==> config.mk <==
export PLATFORM = sky130hd
export DESIGN_NAME = terminal_key_event_decoder
export DESIGN_NICKNAME = d
export VERILOG_FILES = /design/src/tked_pkg.sv /design/src/tked_front.sv /design/src/tked_fifo.sv /design/src/tked_back.sv /design/src/terminal_key_event_decoder.sv
export SDC_FILE = /design/constraint.sdc
export NUM_CORES = 1
export LEC_CHECK = 0
export ABC_CLOCK_PERIOD_IN_PS = 3720
export BUFFER_PORTS_ARGS = -buffer_cell sky130_fd_sc_hd__buf_4
export CAP_MARGIN = 5
export CELL_PAD_IN_SITES_DETAIL_PLACEMENT = 1
export CELL_PAD_IN_SITES_GLOBAL_PLACEMENT = 1
export CORE_MARGIN = 10
export CORE_UTILIZATION = 50
export CTS_BUF_LIST = sky130_fd_sc_hd__clkbuf_2 sky130_fd_sc_hd__clkbuf_4 sky130_fd_sc_hd__clkbuf_8
export CTS_CLUSTER_DIAMETER = 150
export DETAILED_ROUTE_END_ITERATION = 6
export GPL_ROUTABILITY_DRIVEN = 0
export PLACE_DENSITY_LB_ADDON = 0.1
export RECOVER_POWER = 100
export SLEW_MARGIN = 30
export SYNTH_ARGS = -nofsm -noshare
export SYNTH_HDL_FRONTEND = slang
export SYNTH_HIERARCHICAL = 1
export SYNTH_SLANG_ARGS = --single-unit
==> constraint.sdc <==
create_clock -name clk_i -period 3.72 [get_ports clk_i]
set_input_delay 0.186 -clock clk_i [delete_from_list [all_inputs] [get_ports clk_i]]
set_output_delay 0.186 -clock clk_i [all_outputs]
set_load 0.01 [all_outputs]
==> src/tked_pkg.sv <==
// Shared types and constants for the terminal key event decoder.
package tked_pkg;

  typedef enum logic [2:0] {
    KIND_CHAR    = 3'd0,
    KIND_FUNC    = 3'd1,
    KIND_RIGHT   = 3'd2,
    KIND_LEFT    = 3'd3,
    KIND_ESC_ERR = 3'd4,
    KIND_DEC_ERR = 3'd5
  } key_kind_e;

  localparam int unsigned CpW   = 21;
  localparam int unsigned FnW   = 4;
  localparam int unsigned ByteW = 8;
  localparam int unsigned TdataW = ((CpW + FnW + 7) / 8) * 8;

  localparam int unsigned QDepth = 4;
  localparam int unsigned QAw    = $clog2(QDepth);

  localparam logic [ByteW-1:0] ChEsc   = 8'h1B;
  localparam logic [ByteW-1:0] ChO     = 8'h4F;
  localparam logic [ByteW-1:0] ChBrk   = 8'h5B;
  localparam logic [ByteW-1:0] ChTilde = 8'h7E;
  localparam logic [ByteW-1:0] ChRight = 8'h43;
  localparam logic [ByteW-1:0] ChLeft  = 8'h44;
  localparam logic [ByteW-1:0] ChOne   = 8'h31;
  localparam logic [ByteW-1:0] ChNine  = 8'h39;
  localparam logic [ByteW-1:0] ChP     = 8'h50;
  localparam logic [ByteW-1:0] ChS     = 8'h53;

  localparam logic [CpW-1:0] Min2     = 21'h000080;
  localparam logic [CpW-1:0] Min3     = 21'h000800;
  localparam logic [CpW-1:0] Min4     = 21'h010000;
  localparam logic [CpW-1:0] SurLo    = 21'h00D800;
  localparam logic [CpW-1:0] SurHi    = 21'h00E000;
  localparam logic [CpW-1:0] CpLimit  = 21'h110000;

  // One queued job: first event plus trailing decode errors
  typedef struct packed {
    key_kind_e        kind;
    logic [CpW-1:0]   code_point;
    logic [FnW-1:0]   function_number;
    logic [1:0]       extra_errs;
  } job_t;

  typedef struct packed {
    logic full;
    logic empty;
  } q_stat_t;

endpackage

==> src/tked_front.sv <==
// Byte parser: UTF-8 and escape sequence state machine, emits event jobs.
module tked_front (
  input  logic                        clk_i,
  input  logic                        rst_ni,
  input  logic                        byte_valid_i,
  input  logic [tked_pkg::ByteW-1:0]  byte_i,
  output logic                        job_push_o,
  output tked_pkg::job_t              job_o
);
  import tked_pkg::*;

  typedef enum logic [2:0] {
    MODE_IDLE   = 3'd0,
    MODE_UTF8   = 3'd1,
    MODE_ESC    = 3'd2,
    MODE_ESC_O  = 3'd3,
    MODE_CSI    = 3'd4,
    MODE_CSI_1  = 3'd5,
    MODE_CSI_1D = 3'd6
  } mode_e;

  mode_e          mode_q, mode_d;
  logic [1:0]     pend_q, pend_d;
  logic [1:0]     held_q, held_d;
  logic [1:0]     lead_q, lead_d;
  logic [CpW-1:0] part_q, part_d;

  logic [CpW-1:0] shifted;
  logic           bad;

  always_comb begin
    mode_d = mode_q;
    pend_d = pend_q;
    held_d = held_q;
    lead_d = lead_q;
    part_d = part_q;
    job_push_o = 1'b0;
    job_o = '0;
    shifted = {part_q[CpW-7:0], byte_i[5:0]};
    case (lead_q)
      2'd2:    bad = shifted < Min2;
      2'd3:    bad = (shifted < Min3) || ((shifted >= SurLo) && (shifted < SurHi));
      default: bad = (shifted < Min4) || (shifted >= CpLimit);
    endcase

    case (mode_q)
      MODE_UTF8: begin
        if (byte_i == ChEsc) begin
          job_push_o = 1'b1;
          job_o.kind = KIND_ESC_ERR;
          job_o.extra_errs = (held_q == 2'd0) ? 2'd0 : held_q - 2'd1;
          mode_d = MODE_IDLE;
        end else if (byte_i[7:6] != 2'b10) begin
          job_push_o = 1'b1;
          job_o.kind = KIND_DEC_ERR;
          mode_d = MODE_IDLE;
        end else begin
          part_d = shifted;
          held_d = held_q + 2'd1;
          pend_d = pend_q - 2'd1;
          if (pend_q == 2'd1) begin
            job_push_o = 1'b1;
            if (bad) begin
              job_o.kind = KIND_DEC_ERR;
            end else begin
              job_o.kind = KIND_CHAR;
              job_o.code_point = shifted;
            end
            mode_d = MODE_IDLE;
          end
        end
      end
      MODE_ESC: begin
        if (byte_i == ChO) begin
          mode_d = MODE_ESC_O;
        end else if (byte_i == ChBrk) begin
          mode_d = MODE_CSI;
        end else begin
          job_push_o = 1'b1;
          job_o.kind = KIND_ESC_ERR;
          mode_d = MODE_IDLE;
        end
      end
      MODE_ESC_O: begin
        job_push_o = 1'b1;
        if (byte_i >= ChP && byte_i <= ChS) begin
          job_o.kind = KIND_FUNC;
          job_o.function_number = {2'b00, byte_i[1:0]} + 4'd1;
        end else begin
          job_o.kind = KIND_ESC_ERR;
        end
        mode_d = MODE_IDLE;
      end
      MODE_CSI: begin
        if (byte_i == ChOne) begin
          mode_d = MODE_CSI_1;
        end else begin
          job_push_o = 1'b1;
          if (byte_i == ChRight) job_o.kind = KIND_RIGHT;
          else if (byte_i == ChLeft) job_o.kind = KIND_LEFT;
          else job_o.kind = KIND_ESC_ERR;
          mode_d = MODE_IDLE;
        end
      end
      MODE_CSI_1: begin
        if (byte_i >= ChOne && byte_i <= ChNine) begin
          part_d = {{(CpW-FnW){1'b0}}, byte_i[FnW-1:0]};
          mode_d = MODE_CSI_1D;
        end else begin
          job_push_o = 1'b1;
          job_o.kind = KIND_ESC_ERR;
          mode_d = MODE_IDLE;
        end
      end
      MODE_CSI_1D: begin
        job_push_o = 1'b1;
        if (byte_i == ChTilde) begin
          job_o.kind = KIND_FUNC;
          job_o.function_number = part_q[FnW-1:0];
        end else begin
          job_o.kind = KIND_ESC_ERR;
        end
        mode_d = MODE_IDLE;
      end
      default: begin
        mode_d = MODE_IDLE;
        pend_d = 2'd0;
        held_d = 2'd0;
        lead_d = 2'd0;
        part_d = '0;
        if (byte_i == ChEsc) begin
          mode_d = MODE_ESC;
        end else if (!byte_i[7]) begin
          job_push_o = 1'b1;
          job_o.kind = KIND_CHAR;
          job_o.code_point = {{(CpW-ByteW){1'b0}}, byte_i};
        end else if (byte_i >= 8'hC2 && byte_i <= 8'hF7) begin
          held_d = 2'd1;
          mode_d = MODE_UTF8;
          if (byte_i <= 8'hDF) begin
            lead_d = 2'd2;
            pend_d = 2'd1;
            part_d = {{(CpW-5){1'b0}}, byte_i[4:0]};
          end else if (byte_i <= 8'hEF) begin
            lead_d = 2'd3;
            pend_d = 2'd2;
            part_d = {{(CpW-4){1'b0}}, byte_i[3:0]};
          end else begin
            lead_d = 2'd0;  // four-byte form
            pend_d = 2'd3;
            part_d = {{(CpW-3){1'b0}}, byte_i[2:0]};
          end
        end else begin
          job_push_o = 1'b1;
          job_o.kind = KIND_DEC_ERR;
        end
      end
    endcase

    if (!byte_valid_i) begin
      mode_d = mode_q;
      pend_d = pend_q;
      held_d = held_q;
      lead_d = lead_q;
      part_d = part_q;
      job_push_o = 1'b0;
    end
  end

  always_ff @(posedge clk_i or negedge rst_ni) begin
    if (!rst_ni) begin
      mode_q <= MODE_IDLE;
      pend_q <= 2'd0;
      held_q <= 2'd0;
      lead_q <= 2'd0;
      part_q <= '0;
    end else begin
      mode_q <= mode_d;
      pend_q <= pend_d;
      held_q <= held_d;
      lead_q <= lead_d;
      part_q <= part_d;
    end
  end

endmodule

==> src/tked_fifo.sv <==
// Short job queue between the parser and the event emitter.
module tked_fifo (
  input  logic                clk_i,
  input  logic                rst_ni,
  input  logic                push_i,
  input  tked_pkg::job_t      push_job_i,
  input  logic                pop_i,
  output tked_pkg::job_t      head_o,
  output tked_pkg::q_stat_t   stat_o
);
  import tked_pkg::*;

  job_t           mem_q [QDepth];
  logic [QAw-1:0] wr_q, rd_q;
  logic [QAw:0]   cnt_q, cnt_d;

  assign head_o       = mem_q[rd_q];
  assign stat_o.full  = (cnt_q == QAw'(0) + (QAw+1)'(QDepth));
  assign stat_o.empty = (cnt_q == '0);

  always_comb begin
    cnt_d = cnt_q;
    if (push_i && !pop_i) cnt_d = cnt_q + 1'b1;
    else if (!push_i && pop_i) cnt_d = cnt_q - 1'b1;
  end

  always_ff @(posedge clk_i or negedge rst_ni) begin
    if (!rst_ni) begin
      wr_q  <= '0;
      rd_q  <= '0;
      cnt_q <= '0;
    end else begin
      if (push_i) wr_q <= wr_q + 1'b1;
      if (pop_i) rd_q <= rd_q + 1'b1;
      cnt_q <= cnt_d;
    end
  end

  always_ff @(posedge clk_i) begin
    if (push_i) mem_q[wr_q] <= push_job_i;
  end

endmodule

==> src/tked_back.sv <==
// Event emitter: expands queued jobs into result transactions.
module tked_back (
  input  logic                       clk_i,
  input  logic                       rst_ni,
  input  tked_pkg::job_t             head_i,
  input  logic                       empty_i,
  output logic                       pop_o,
  output logic                       m_axis_tvalid,
  input  logic                       m_axis_tready,
  output logic [tked_pkg::TdataW-1:0] m_axis_tdata,
  output logic [2:0]                 m_axis_tuser,
  output logic                       m_axis_tlast
);
  import tked_pkg::*;

  logic [1:0]     idx_q;
  logic           vld_q;
  key_kind_e      kind_q;
  logic [CpW-1:0] cp_q;
  logic [FnW-1:0] fn_q;
  logic           last_q;
  logic           load, last;

  assign load  = !empty_i && (!vld_q || m_axis_tready);
  assign last  = (idx_q == head_i.extra_errs);
  assign pop_o = load && last;

  assign m_axis_tvalid = vld_q;
  assign m_axis_tuser  = kind_q;
  assign m_axis_tdata  = {{(TdataW-CpW-FnW){1'b0}}, fn_q, cp_q};
  assign m_axis_tlast  = last_q;

  always_ff @(posedge clk_i or negedge rst_ni) begin
    if (!rst_ni) begin
      vld_q <= 1'b0;
      idx_q <= 2'd0;
    end else begin
      if (load) vld_q <= 1'b1;
      else if (m_axis_tready) vld_q <= 1'b0;
      if (load) idx_q <= last ? 2'd0 : idx_q + 2'd1;
    end
  end

  always_ff @(posedge clk_i) begin
    if (load) begin
      last_q <= last;
      if (idx_q == 2'd0) begin
        kind_q <= head_i.kind;
        cp_q   <= head_i.code_point;
        fn_q   <= head_i.function_number;
      end else begin
        kind_q <= KIND_DEC_ERR;
        cp_q   <= '0;
        fn_q   <= '0;
      end
    end
  end

endmodule

==> src/terminal_key_event_decoder.sv <==
// Top level of the terminal key event decoder.
// Usage:
//   Slave stream takes one raw terminal byte per transaction (tdata[7:0]).
//   Master stream gives key events: tuser = key kind, tdata = code point
//   and function key number, tlast marks the final event caused by a byte.
//   A byte is parsed in the cycle it is taken and its job is queued at that
//   edge; the output register then loads the job from the queue once that
//   register is free. Prefix bytes of escape sequences and inner UTF-8 bytes
//   produce no event.
//   Throughput is one byte per cycle while the queue has room; an ESC inside
//   a partial UTF-8 sequence yields up to three events, one per cycle while
//   the receiver is ready, from the single output register, which sets the rate.
//   A four-entry job queue decouples the parser from the output; when the
//   receiver stalls, events hold in the output register, the queue fills
//   and s_axis_tready drops once it is full.
//   Reset returns the parser to idle and empties the queue and output.
module terminal_key_event_decoder (
  input  logic                         clk_i,
  input  logic                         rst_ni,
  input  logic                         s_axis_tvalid,
  output logic                         s_axis_tready,
  input  logic [7:0]                   s_axis_tdata,   // [7:0] input_byte
  output logic                         m_axis_tvalid,
  input  logic                         m_axis_tready,
  output logic [tked_pkg::TdataW-1:0]  m_axis_tdata,   // [20:0] code_point, [24:21] function_number
  output logic [2:0]                   m_axis_tuser,   // [2:0] key_kind
  output logic                         m_axis_tlast    // last_of_run
);
  import tked_pkg::*;

  logic    acc;
  logic    push, pop;
  job_t    push_job, head;
  q_stat_t q_stat;

  assign s_axis_tready = !q_stat.full;
  assign acc = s_axis_tvalid && s_axis_tready;

  tked_front u_front (
    .clk_i        (clk_i),
    .rst_ni       (rst_ni),
    .byte_valid_i (acc),
    .byte_i       (s_axis_tdata),
    .job_push_o   (push),
    .job_o        (push_job)
  );

  tked_fifo u_fifo (
    .clk_i      (clk_i),
    .rst_ni     (rst_ni),
    .push_i     (push),
    .push_job_i (push_job),
    .pop_i      (pop),
    .head_o     (head),
    .stat_o     (q_stat)
  );

  tked_back u_back (
    .clk_i         (clk_i),
    .rst_ni        (rst_ni),
    .head_i        (head),
    .empty_i       (q_stat.empty),
    .pop_o         (pop),
    .m_axis_tvalid (m_axis_tvalid),
    .m_axis_tready (m_axis_tready),
    .m_axis_tdata  (m_axis_tdata),
    .m_axis_tuser  (m_axis_tuser),
    .m_axis_tlast  (m_axis_tlast)
  );

`ifndef SYNTHESIS
  a_cp_only_chars: assert property (@(posedge clk_i) disable iff (!rst_ni)
    m_axis_tvalid && (m_axis_tuser != KIND_CHAR) |-> (m_axis_tdata[CpW-1:0] == '0))
    else $error("code point set on a non-character event");

  a_fn_range: assert property (@(posedge clk_i) disable iff (!rst_ni)
    m_axis_tvalid && (m_axis_tuser == KIND_FUNC) |->
      (m_axis_tdata[CpW+FnW-1:CpW] != '0) && (m_axis_tdata[CpW+FnW-1:CpW] <= 4'd9))
    else $error("function key number out of range");

  a_q_stat: assert property (@(posedge clk_i) disable iff (!rst_ni)
    !(q_stat.full && q_stat.empty))
    else $error("job queue both full and empty");

  a_pop_nonempty: assert property (@(posedge clk_i) disable iff (!rst_ni)
    pop |-> !q_stat.empty)
    else $error("job queue popped while empty");
`endif

endmodule

**Word-level counts from Yosys, hierarchy flattened**

Memory sizes are Yosys's and may differ from the RTL's.
Cells that the tools add are included.
W data, S select, Z words.

- $add $sub $neg: 9
- Order comparisons: 14
- Equality and inequality tests: 23
- Multiplexer cells: 86
- Bitwise gates (word level): 3
- Reduce and logical (&&, ||, !) cells: 30

Operators with widths:

| cell | number |
|---|---|
| $mux W15 | 6 |
| $mux W3 | 24 |
| $mux W21 | 3 |
| $mux W24 | 2 |
| $pmux W15 S3 | 1 |
| $pmux W21 S2 | 1 |
| $eq A8 B7 Y1 const B | 5 |
| $mux W2 | 19 |
| $le A8 B8 Y1 const B | 3 |
| $ge A21 B16 Y1 const B | 1 |
| $ge A21 B21 Y1 const B | 1 |
| $lt A21 B12 Y1 const B | 1 |
| $lt A21 B16 Y1 const B | 1 |
| $lt A21 B17 Y1 const B | 1 |
| $lt A21 B8 Y1 const B | 1 |
| $mux W1 | 18 |
| $pmux W3 S6 | 1 |
| $pmux W3 S5 | 1 |
| $eq A3 B3 Y1 const B | 4 |
| $mux W4 | 3 |
| $logic_and A1 B1 Y1 | 9 |
| $add A2 B1 Y2 const B | 4 |
| $eq A8 B5 Y1 const B | 1 |
| $eq A8 B6 Y1 const B | 1 |
| other kinds (36) | 53 |

- Bits in registers: 63
- Memory bits (writable): 120
- Logic and storage cells: 180
- Memories kept: 1

Memories:

| name | depth | bits a word | read ports | clocked after Yosys merged registers in | write ports | RTL line | text |
|---|---|---|---|---|---|---|---|
| u_fifo.mem_q | 4 | 30 | 1 | 0 | 1 | tked_fifo.sv:13 | `job_t mem_q [QDepth];` |

**Logic depth before layout (Yosys ltp)**

- Depth after elaboration: 11
- Mapped depth: 13
- Depth with buffers taken out: 13

**Modules after synthesis**

Netlist, hierarchy kept.

Modules (own cells, without submodules):

| module | instances | cells each | area an instance (µm²) | seq. area each (µm²) |
|---|---|---|---|---|
| tked_fifo | 1 | 191 | 4763.3 | 3778.6 |
| tked_front | 1 | 240 | 2045.7 | 600.6 |
| tked_back | 1 | 85 | 1290.0 | 945.9 |
| terminal_key_event_decoder | 1 | 2 | 10.0 | 0.0 |

**Worst setup path after synthesis**

OpenSTA, ideal clock, no wires.

- Path kind: register to register
- Start point: register u_fifo.rd_q[0]
- End point: register u_fifo.cnt_q[1]
- Setup time: 125 ps
- Data arrival time: 2697 ps
- Setup slack: 898 ps
- Stages on the path, launching flop included: 11
- Buffers on the path: 2
- Cells stage by stage: dfrtp_1 buf_6 buf_12 mux4_2 xor2_1 nor4_1 inv_1 ha_1 inv_1 fa_1 mux2_2

RTL lines:

| what | RTL line | text |
|---|---|---|
| from (decl) | tked_fifo.sv:14 | `logic [QAw-1:0] wr_q, rd_q;` |
| from (signal assigned) | tked_fifo.sv:34 | `if (pop_i) rd_q <= rd_q + 1'b1;` |
| to (signal assigned) | tked_fifo.sv:35 | `cnt_q <= cnt_d;` |
| to (decl) | tked_fifo.sv:15 | `logic [QAw:0] cnt_q, cnt_d;` |

**Worst setup path in the final report**

- Start point: register u_front.mode_q[2]
- End point: memory u_fifo/mem_q[1][13] (netlist bit), enable pin

- Longest elaborated chain between the ends: 6

Ends and longest elaborated chain:

| what | RTL line | text |
|---|---|---|
| from (decl) | tked_front.sv:22 | `mode_e mode_q, mode_d;` |
| from (signal assigned) | tked_front.sv:178 | `mode_q <= mode_d;` |
| $eq A3 B2 Y1 or $eq A3 B3 Y1 (tied branches) | tked_front.sv:46 | `case (mode_q)` |
| $reduce_or A2 Y1 (no line) | - |  |
| $pmux W1 S5 (*) | tked_front.sv:46 |  |
| $mux W1 (*) | tked_front.sv:160 | `if (!byte_valid_i) begin` |
| net push | terminal_key_event_decoder.sv:32 | `logic push, pop;` |
| $mux W1 (*) | tked_fifo.sv:40 | `if (push_i) mem_q[wr_q] <= push_job_i;` |
| $mux W1 (implied by the code) (*) | tked_fifo.sv:40 |  |
| to (decl) | tked_fifo.sv:13 |  |

Mark *: on every way through the listed nets, which the timed path passes. The rest lies on a longest branch.

==> impl_results.html <==
<table>
<tr><th>Metric</th><th>Value</th></tr>
<tr><th colspan="2">Synth</th></tr>
<tr><td>Number of warnings issued by yosys</td><td>6</td></tr>
<tr><td>Post-synth top area cell</td><td>sky130_fd_sc_hd__edfxtp_1</td></tr>
<tr><td>Post-synthesis adder-cell area fraction</td><td>2.41%</td></tr>
<tr><td>Synth area leaders</td><td>sky130_fd_sc_hd__edfxtp_1 55%, sky130_fd_sc_hd__dfrtp_1 10%, sky130_fd_sc_hd__mux4_2 7.8%</td></tr>
<tr><td>Mean cell area of the mapped netlist</td><td>15.7 sq um</td></tr>
<tr><td>Prevailing post-synth register cell</td><td>sky130_fd_sc_hd__edfxtp_1</td></tr>
<tr><td>Dominant cell by count in the synthesized netlist</td><td>sky130_fd_sc_hd__edfxtp_1</td></tr>
<tr><td>Number of flip-flops and latches in the synthesized netlist</td><td>183</td></tr>
<tr><td>Gate count after technology mapping</td><td>518</td></tr>
<tr><td>Area fraction of the dominant cell type after synthesis</td><td>55.2%</td></tr>
<tr><td>Area share of and/or/nand/nor cells after synthesis</td><td>11.2%</td></tr>
<tr><td>Synth unique cells</td><td>66</td></tr>
<tr><td>Dominant combinational cell family by area after synthesis</td><td>simple AND/OR/NAND/NOR gates</td></tr>
<tr><td>Mapped Area</td><td>8110 sq um</td></tr>
<tr><td>Compound-Gate Fraction of Synth Area</td><td>4.94%</td></tr>
<tr><td>Asr flop ratio synth</td><td>18.6%</td></tr>
<tr><td>Register area share after synthesis</td><td>65.7%</td></tr>
<tr><td>Post-synthesis mux area share</td><td>10.9%</td></tr>
<tr><td>Count of flip-flops with a built-in enable after synthesis</td><td>149</td></tr>
<tr><td>Xor and xnor fraction of the mapped netlist area</td><td>0.864%</td></tr>
<tr><td>Synth cell count leaders</td><td>149 x sky130_fd_sc_hd__edfxtp_1, 41 x sky130_fd_sc_hd__and2_1, 34 x sky130_fd_sc_hd__dfrtp_1, 30 x sky130_fd_sc_hd__nand2_1, 28 x sky130_fd_sc_hd__mux4_2</td></tr>
<tr><th colspan="2">Layout</th></tr>
<tr><td>Count of fill cells added during filler insertion</td><td>1567</td></tr>
<tr><td>Layout net count</td><td>602</td></tr>
<tr><td>Post-layout instance count excluding filler cells</td><td>804</td></tr>
<tr><td>Layout overhead on the synthesized area</td><td>9.03%</td></tr>
<tr><td>Post-route standard cell area excluding fillers</td><td>8840 sq um</td></tr>
<tr><td>Number of antenna repair diodes</td><td>0</td></tr>
<tr><td>Layout cells sized above 1</td><td>15.3%</td></tr>
<tr><th colspan="2">Routing</th></tr>
<tr><td>DRT iter0 DRCs</td><td>277</td></tr>
<tr><td>DRT antenna net count</td><td>0</td></tr>
<tr><td>Remaining DRCs</td><td>0</td></tr>
<tr><td>Average detailed-routed wire length per instance</td><td>22.7 um</td></tr>
<tr><td>Number of vias per cell</td><td>5.66</td></tr>
<tr><td>Drt first pass iters</td><td>4</td></tr>
<tr><td>Wirelength, routed</td><td>18.2 mm</td></tr>
<tr><td>Total vias in the final route</td><td>4549</td></tr>
<tr><th colspan="2">CTS</th></tr>
<tr><td>Master cell of the clock root buffer</td><td>sky130_fd_sc_hd__clkbuf_8</td></tr>
<tr><td>Total clock buffers created by CTS</td><td>17</td></tr>
<tr><td>Number of sinks on the clock net</td><td>183</td></tr>
<tr><td>Post-CTS Setup Bufs</td><td>0</td></tr>
<tr><td>Worst-skew pair later-pin latency</td><td>0.47 ns</td></tr>
<tr><td>Max clock buf depth</td><td>2</td></tr>
<tr><td>TritonCTS clock tree</td><td>built</td></tr>
<tr><td>Clk pin slew, worst setup/hold paths</td><td>0.09 ns</td></tr>
<tr><td>Number of H-tree levels</td><td>4</td></tr>
<tr><th colspan="2">Timing</th></tr>
<tr><td>Fin worst setup slack</td><td>0.358 ns</td></tr>
<tr><td>Worst hold slack</td><td>0.0754 ns</td></tr>
<tr><td>Max-slew violation count</td><td>66</td></tr>
<tr><td>Share of the clock period used by the worst path</td><td>90.4%</td></tr>
<tr><td>Time the worst path needs with I/O delays and setup</td><td>3.36 ns</td></tr>
<tr><td>Relative slew slack</td><td>-39.7%</td></tr>
<tr><td>Total negative slack</td><td>0 ns</td></tr>
<tr><td>Setup repair after global routing missed its margin</td><td>false</td></tr>
<tr><td>Fmax</td><td>0.297 GHz</td></tr>
<tr><td>Number of endpoints with negative hold slack in the final report</td><td>0</td></tr>
<tr><td>Worst Tran Pin Value</td><td>2.10 ns</td></tr>
<tr><td>Maximum clock skew at final layout</td><td>0.0194 ns</td></tr>
<tr><td>Number of setup violations in the final report</td><td>0</td></tr>
<tr><th colspan="2">Worst setup path</th></tr>
<tr><td>R2r setup slk</td><td>0.36 ns</td></tr>
<tr><td>Worst reg2reg path endpoint</td><td>u_fifo/mem_q[1][13]$_DFFE_PP_</td></tr>
<tr><td>Crit path arrival time</td><td>3.45 ns</td></tr>
<tr><td>Startpoint type of the worst setup path</td><td>flip-flop</td></tr>
<tr><td>Endpoint class of the critical path</td><td>flip-flop</td></tr>
<tr><td>Required time of the critical path</td><td>3.81 ns</td></tr>
<tr><td>Crit-path slowest cell</td><td>sky130_fd_sc_hd__clkbuf_1</td></tr>
<tr><td>Cell breakdown of the critical path</td><td>nor3b_1 &gt; inv_1 &gt; a31oi_1 &gt; a21oi_1 &gt; a21oi_1 &gt; and2_0 &gt; clkbuf_1</td></tr>
<tr><td>Critical path class</td><td>flip-flop to flip-flop</td></tr>
<tr><td>Crit path capture</td><td>u_fifo/mem_q[1][13]$_DFFE_PP_</td></tr>
<tr><td>RR Startpoint</td><td>u_front/mode_q[2]$_DFFE_PN0P_</td></tr>
<tr><td>Top cell by count, worst path</td><td>sky130_fd_sc_hd__a21oi_1</td></tr>
<tr><td>Cell count of the worst reg-to-reg path</td><td>7</td></tr>
<tr><td>Worst path max stage delay</td><td>0.72 ns</td></tr>
<tr><td>Startpoint of the worst setup timing path</td><td>u_front/mode_q[2]$_DFFE_PN0P_</td></tr>
<tr><td>Highest fanout seen on the critical path</td><td>14</td></tr>
<tr><th colspan="2">GRT</th></tr>
<tr><td>Wire length of the first global-routing pass</td><td>29.0 mm</td></tr>
<tr><td>Number of antenna violations at the first check in global routing</td><td>0</td></tr>
<tr><td>Largest net degree at the start of global routing</td><td>35</td></tr>
<tr><td>Number of global-route vias before repair</td><td>4987</td></tr>
<tr><td>Layer with the highest usage</td><td>met2</td></tr>
<tr><td>Met1 capacity usage during global routing</td><td>22.5%</td></tr>
<tr><td>Leftover overflow at the end of global routing</td><td>0</td></tr>
<tr><td>Grt met2 use</td><td>28.6%</td></tr>
<tr><td>GRT met3 Usage</td><td>3.16%</td></tr>
<tr><td>Global-route total usage across every layer</td><td>17.4%</td></tr>
<tr><th colspan="2">Run</th></tr>
<tr><td>Max-capacitance violation count</td><td>2</td></tr>
<tr><th colspan="2">Run status</th></tr>
<tr><td>Violated checks</td><td>capacitance limit, slew limit</td></tr>
<tr><td>Status</td><td>complete, but fails checks</td></tr>
<tr><th colspan="2">Place</th></tr>
<tr><td>Number of port buffers</td><td>42</td></tr>
<tr><td>Setup slack at placement</td><td>0.545 ns</td></tr>
<tr><td>Placed cells</td><td>770</td></tr>
<tr><td>Estimated wirelength of the detail-placed design</td><td>12.5 mm</td></tr>
<tr><td>Placed cell areas</td><td>8620 sq um</td></tr>
<tr><th colspan="2">Floorplanning</th></tr>
<tr><td>I/O pin count</td><td>50</td></tr>
<tr><td>Number of placement rows</td><td>46</td></tr>
<tr><td>Area of the die</td><td>21700 sq um</td></tr>
<tr><td>Starting density of the core</td><td>51.0%</td></tr>
<tr><td>Die Y-Extent</td><td>147 um</td></tr>
<tr><td>Overall die width</td><td>147 um</td></tr>
<tr><td>Core area</td><td>15900 sq um</td></tr>
<tr><th colspan="2">Min path</th></tr>
<tr><td>Classification of the worst-slack hold path</td><td>primary input to flip-flop</td></tr>
<tr><th colspan="2">Power</th></tr>
<tr><td>Total power per unit cell area</td><td>757 nW/um^2</td></tr>
<tr><td>Leakage Power</td><td>3.10 nW</td></tr>
<tr><td>IR drop worst, VDD</td><td>0.348 mV</td></tr>
</table>
## critical path, delay by kind of cell, from the launching register on
kind / cells / cell delay (ns)
buffers and inverters: 2 / 0.80
DFF: 1 / 0.59
AOI/OAI and AO/OA: 3 / 0.95
and+or+nand+nor: 2 / 0.65
## where the power goes
part	internal, W	switching (W)	total, W
Clock	0.000598	0.000685	0.00128
Combinational	0.000873	0.00130	0.00218
Sequential	0.00292	0.000309	0.00323
Total	0.00439	0.00230	0.00669
## layout make-up
type | instances | area, sq um | share of cell area (%)
clock inverters | 14 | 131 | 1.49
clock buffers | 18 | 241 | 2.73
repair buffers | 61 | 307 | 3.47
flip-flops and latches | 183 | 5330 | 60.2
inverters | 26 | 97.6 | 1.10
multi-input cells | 286 | 2470 | 27.9
well taps | 216 | 270 | 3.06
## repair_timing
| item | CTS | global route |
|---|---|---|
| hold endpoints to repair | 35 | 0 |
| hold buffers | 2 | 0 |
| resized for setup | 0 | 0 |
## registers in the layout, summed over array words and instances (netlist names), 2 cells and up
name and count:
u_back/cp_q 21, u_back/fn_q 4, u_back/idx_q 2, u_back/m_axis_tuser 3, u_fifo/cnt_q 3, u_fifo/mem_q 120, u_fifo/rd_q 2, u_fifo/wr_q 2
u_front/held_q 2, u_front/lead_q 2, u_front/mode_q 3, u_front/part_q 15, u_front/pend_q 2
## worst min path at each step
stage	startpoint	end	depth (start not counted)
after floorplan	rst_ni	u_back/idx_q[0]$_DFFE_PN0P_	0
after global placement	rst_ni	u_back/m_axis_tvalid$_DFFE_PN0P_	1
after detailed placement	rst_ni	u_back/m_axis_tvalid$_DFFE_PN0P_	1
after CTS	s_axis_tdata[5]	u_front/part_q[5]$_DFFE_PN0P_	3
after global routing	s_axis_tdata[5]	u_front/part_q[5]$_DFFE_PN0P_	3
final	s_axis_tdata[2]	u_front/part_q[2]$_DFFE_PN0P_	3
## routing by layer
metal | wire length [um] | part of all wire, %
met4 | 203 | 1.1
met3 | 584 | 3.2
met2 | 9430 | 52
met1 | 8030 | 44
met5 | 0 | 0
## through the flow
step | power, W | utilization (%)
final | 0.00669 | 55.7
after global routing | 0.00714 | 55.7
after CTS | 0.00695 | 56.8
after detailed placement | 0.00567 | 54.3
after global placement | 0.00553 | 54.3
after floorplan | 0.00482 | -
## placed cells by master, fill, tap and decap left out, types with 7 or more instances in the layout
master                     Yosys  routed
sky130_fd_sc_hd__clkbuf_8      0      17
sky130_fd_sc_hd__clkbuf_1      7      37
sky130_fd_sc_hd__mux2i_1      11      11
sky130_fd_sc_hd__buf_4         7      15
sky130_fd_sc_hd__nor4_1       12      12
sky130_fd_sc_hd__mux4_2       28      28
sky130_fd_sc_hd__inv_1        26      26
sky130_fd_sc_hd__ha_1         14      13
sky130_fd_sc_hd__clkbuf_2      0       7
sky130_fd_sc_hd__edfxtp_1    149     149
sky130_fd_sc_hd__conb_1        1       7
sky130_fd_sc_hd__nor2_1       15      14
sky130_fd_sc_hd__and2_1       41      12
sky130_fd_sc_hd__o21ai_0      10      12
sky130_fd_sc_hd__nand2_1      30      31
sky130_fd_sc_hd__nor3_1       10      10
sky130_fd_sc_hd__a21oi_1       9       9
sky130_fd_sc_hd__dfrtp_1      34      34
sky130_fd_sc_hd__and2_0        0      29
## cell families (layout without fill, tap and decap cells)
| group | Yosys count | count (layout) |
|---|---|---|
| other cells | 1 | 7 |
| simple gates | 155 | 155 |
| mux | 49 | 49 |
| compound gates | 52 | 52 |
| xor+xnor | 8 | 8 |
| flops | 183 | 183 |
| buf+inv | 55 | 119 |
| fa+ha+maj | 15 | 15 |
(Power assumes the default switching activity.)
